$ cat src/hw/rtl/wsa_ram.sv
// Generic single-write, single-read memory with registered read data.
// Depends on nothing; used for the slot key and cooldown tables.
module wsa_ram #(
   parameter int WIDTH = 32,
   parameter int DEPTH = 64
) (
   input  logic                                       clock,
   input  logic                                       wr_en,
   input  logic [((DEPTH > 1) ? $clog2(DEPTH) : 1)-1:0] wr_addr,
   input  logic [WIDTH-1:0]                           wr_data,
   input  logic [((DEPTH > 1) ? $clog2(DEPTH) : 1)-1:0] rd_addr,
   output logic [WIDTH-1:0]                           rd_data
);

   logic [WIDTH-1:0] mem_ff [DEPTH];
   logic [WIDTH-1:0] rd_data_ff;

   always_ff @(posedge clock) begin
      if (wr_en) begin
         mem_ff[wr_addr] <= wr_data;
      end
      rd_data_ff <= mem_ff[rd_addr];
   end

   assign rd_data = rd_data_ff;

endmodule

$ cat config.mk
export PLATFORM = sky130hd
export DESIGN_NAME = wsa_ram
export DESIGN_NICKNAME = d
export VERILOG_FILES = /design/src/hw/rtl/wsa_ram.sv
export SDC_FILE = /design/constraint.sdc
export NUM_CORES = 2
export LEC_CHECK = 0
export BUFFER_PORTS_ARGS = -buffer_cell sky130_fd_sc_hd__buf_2
export CORE_ASPECT_RATIO = 1.25
export CORE_MARGIN = 4
export CORE_UTILIZATION = 45
export DETAILED_ROUTE_END_ITERATION = 7
export GPL_ROUTABILITY_DRIVEN = 0
export PLACE_DENSITY_LB_ADDON = 0.3
export SYNTH_ARGS = -nofsm -noshare
export SYNTH_HDL_FRONTEND = slang
export SYNTH_SLANG_ARGS = --single-unit
$ cat constraint.sdc
create_clock -name clock -period 6.8 [get_ports clock]
set_input_delay 1.02 -clock clock [delete_from_list [all_inputs] [get_ports clock]]
set_output_delay 1.02 -clock clock [all_outputs]
set_load 0.02 [all_outputs]
==> results_dict.tcl <==
set metrics [dict create \
    fillCellCount 13310 \
    max-vdd-ir-drop_v 0.0002488 \
    layout-drive-gt1-share_pct 29.25 \
    cp.depth 8 \
    postCtsSetupRepairBufs 0 \
    ant_nets 0 \
    io_buffers 77 \
    finalClockSkew_ns 0.02878 \
    r2r_end "rd_data[27]" \
    cp-start-kind "input port" \
    placed_area_um2 82430 \
    fin_crit_sh_pct 53.34 \
    final_common_cell "edfxtp_1" \
    synth_area_leaders "edfxtp_1 78%, mux4_2 16%, mux2i_1 1.2%" \
    area_delta_synth_final_pct 12.91 \
    start_util_pct 45.25 \
    synth_top_area_share_pct 78.33 \
    max_freq_mhz 275.7 \
    cp_common_cell "nor2_1" \
    p_seq_share_pct 54.4 \
    yosysSeqAreaShare_pct 79.14 \
    yosysWarnings 0 \
    cp-end-kind "flip-flop" \
    worst_hold_slack_ns 0.7686 \
    drc_errors 0 \
    cts_tree "done" \
    slew_viol_final 0 \
    crit_slowest_cell "a21oi_1" \
    wl_per_cell_um 33.07 \
    holdBufCountCts 0 \
    path_delay_family "buffers and inverters" \
    outcome "finished clean" \
    path_buf_inv 3 \
    ys.flop_type "edfxtp_1" \
    nNetsFinal 3570 \
    hp-class "flip-flop to flip-flop" \
    vias_per_cell 6.071 \
    cts_buffers 187 \
    finalSetupViolCount 0 \
    die_x_um 381.6 \
    worstPathArrival_ns 4.29 \
    fin_area_um2 88650 \
    grt_overflow 0 \
    cts.sinks 2080 \
    slew-limit-headroom_pct 13.08 \
    cts_max_level 4 \
    synth_cells 3324 \
    drt_iter0_drc 4546 \
    pre_cts_ws_ns 2.261 \
    ios 78 \
    routed_wl_um 199200 \
    maxCapViolCount 0 \
    internal_power_mw 20.75 \
    fin_total_pwr_mw 26.21 \
    worst_path_largest_cell_delay_ns 0.74 \
    p_leak_nw 27.33 \
    crit_chain "buf_8 -> buf_12 -> buf_4 -> mux4_2 -> o22ai_1 -> nor2_1 -> a21oi_1 -> nor2_1" \
    rows 171 \
    switchingPower_mw 5.466 \
    root_buffer "clkbuf_16" \
    syn_avg_cell_area_um2 23.62 \
    swShare_pct 20.85 \
    critPathKind "input port to flip-flop" \
    antenna_found_initial 17 \
    regToRegSetupSlack_ns 4.40 \
    crit_path_start "rd_addr[0]" \
    rsz0062_at_grt "false" \
    final_cell_mix "2048 x edfxtp_1, 544 x mux4_2, 194 x clkbuf_16, 107 x buf_4, 93 x mux2i_1" \
    synth_edf_count 2048 \
    worstPathMaxFanout 46 \
    dieArea_um2 181300 \
    path_clk_slew_ns 0.06 \
    async_reset_ff_share_pct 0 \
    vias 36560 \
    ff2ff_path_depth 4 \
    timing.rr.start "mem_ff[23][27]" \
    p_comb_share_pct 4.9 \
    p_clk_share_pct 40.7 \
    dr.pass1.iters 5 \
    cts_buffer_depth 3 \
    dp_hpwl_um 104700 \
    grt_pass1_vias 37530 \
    grt_pass1_wl_um 281600 \
    finalHoldViolCount 0 \
    post_cts_resize_count 0 \
    syn-num-nets 3370 \
    cp-endpoint "rd_data[7]" \
    grt_max_degree 75 \
    fin_crit_ns 3.627 \
    grt_usage_pct 22.09 \
    ys_seq_elements 2080 \
    syn_area_um2 78520 \
    critPathRequiredTime_ns 7.46 \
    fp.dieH_um 475.0 \
    fin_tns_setup_ns 0 \
    yosysTopAreaCell "edfxtp_1" \
    ys_types 34 \
    core_area_um2 173500 \
    worst_slack_ns 3.173 \
    tightest_slew_ns 1.301 \
    power_density_nw_per_um2 295.7 \
    clock_latency_ns 0.82 \
]
Yosys cell counts (2+ instances only):
cell type	count
edfxtp_1	2048
mux4_2	544
nor2_1	137
mux2i_1	93
o22ai_1	84
clkbuf_1	74
a21oi_1	62
buf_2	57
dfxtp_1	32
o221ai_1	27
nand2_1	26
buf_4	25
buf_1	21
nor2b_1	15
a22oi_1	12
a311oi_1	8
nand2b_1	8
nor3_1	7
buf_6	5
nand3_1	5
nand3b_1	5
a41o_1	4
and3_1	4
o32ai_1	4
or3_1	3
or3b_2	3
and2_1	2
nand4_1	2
or3b_1	2
logic make-up after synthesis:
logic type             count (synthesis)  synth area share (%)
AOI/OAI and AO/OA                    202                 1.673
buffers and inverters                182                 1.128
DFF                                 2080                 79.14
muxes                                637                 16.79
and+or+nand+nor                      223                 1.265
flip-flops by register name, indices dropped and copies added, names as in the netlist:
register	count
rd_data	32
mem_ff	2048
worst min-delay path, cell delays in order (launching register included):
cell and delay, ns:
edfxtp_1 0.32, mux2i_1 0.06, nand2_1 0.06, a311oi_1 0.10
nor3_1 0.16
through the flow:
step	util, %	std cells
5_1_grt	51.09	6019
4_1_cts	51.08	6017
6_report	51.09	6022
2_1_floorplan	-	3324
3_3_place_gp	47.51	5670
3_5_place_dp	47.51	5670
how the worst min path moves through the flow:
stage,endpoint,slack [ns],start,cells past startpoint
finish,rd_data[4],0.77,mem_ff[12][4],4
floorplan,rd_data[17],0.66,mem_ff[12][17],4
global placement,rd_data[4],0.72,mem_ff[12][4],4
CTS,rd_data[4],0.77,mem_ff[12][4],4
detailed placement,rd_data[4],0.74,mem_ff[12][4],4
global route,rd_data[8],0.80,mem_ff[13][8],4
power groups by stage:
stage               logic [mW]  clock network (mW)  registers, mW
global placement          1.29                   0           14.5
global route              1.36                11.4           14.3
detailed placement        1.31                   0           14.5
finish                    1.28                10.7           14.3
CTS                       1.31                10.8           14.3
floorplan                0.690                   0           14.5
final cells by class:
| class | instances | area (µm²) | area share [%] |
|---|---|---|---|
| Timing Repair Buffer | 193 | 1405 | 1.585 |
| Clock inverter | 106 | 1074 | 1.211 |
| Clock buffer | 241 | 5131 | 5.788 |
| Multi-Input combinational cell | 1062 | 15970 | 18.01 |
| Tap cell | 2335 | 2922 | 3.296 |
| Antenna cell | 5 | 12.51 | 0.01411 |
| Sequential cell | 2080 | 62140 | 70.09 |
layer usage:
layer	track usage [%]	vias to the layer above	share of wire [%]
met5	0	-	0.035
met3	4.675	345	8.5
met2	36.17	1745	49
li1	-	14650	-
met1	29.52	19820	38
met4	8.154	10	3.9
No activity file was read; power rests on OpenSTA's default activity.
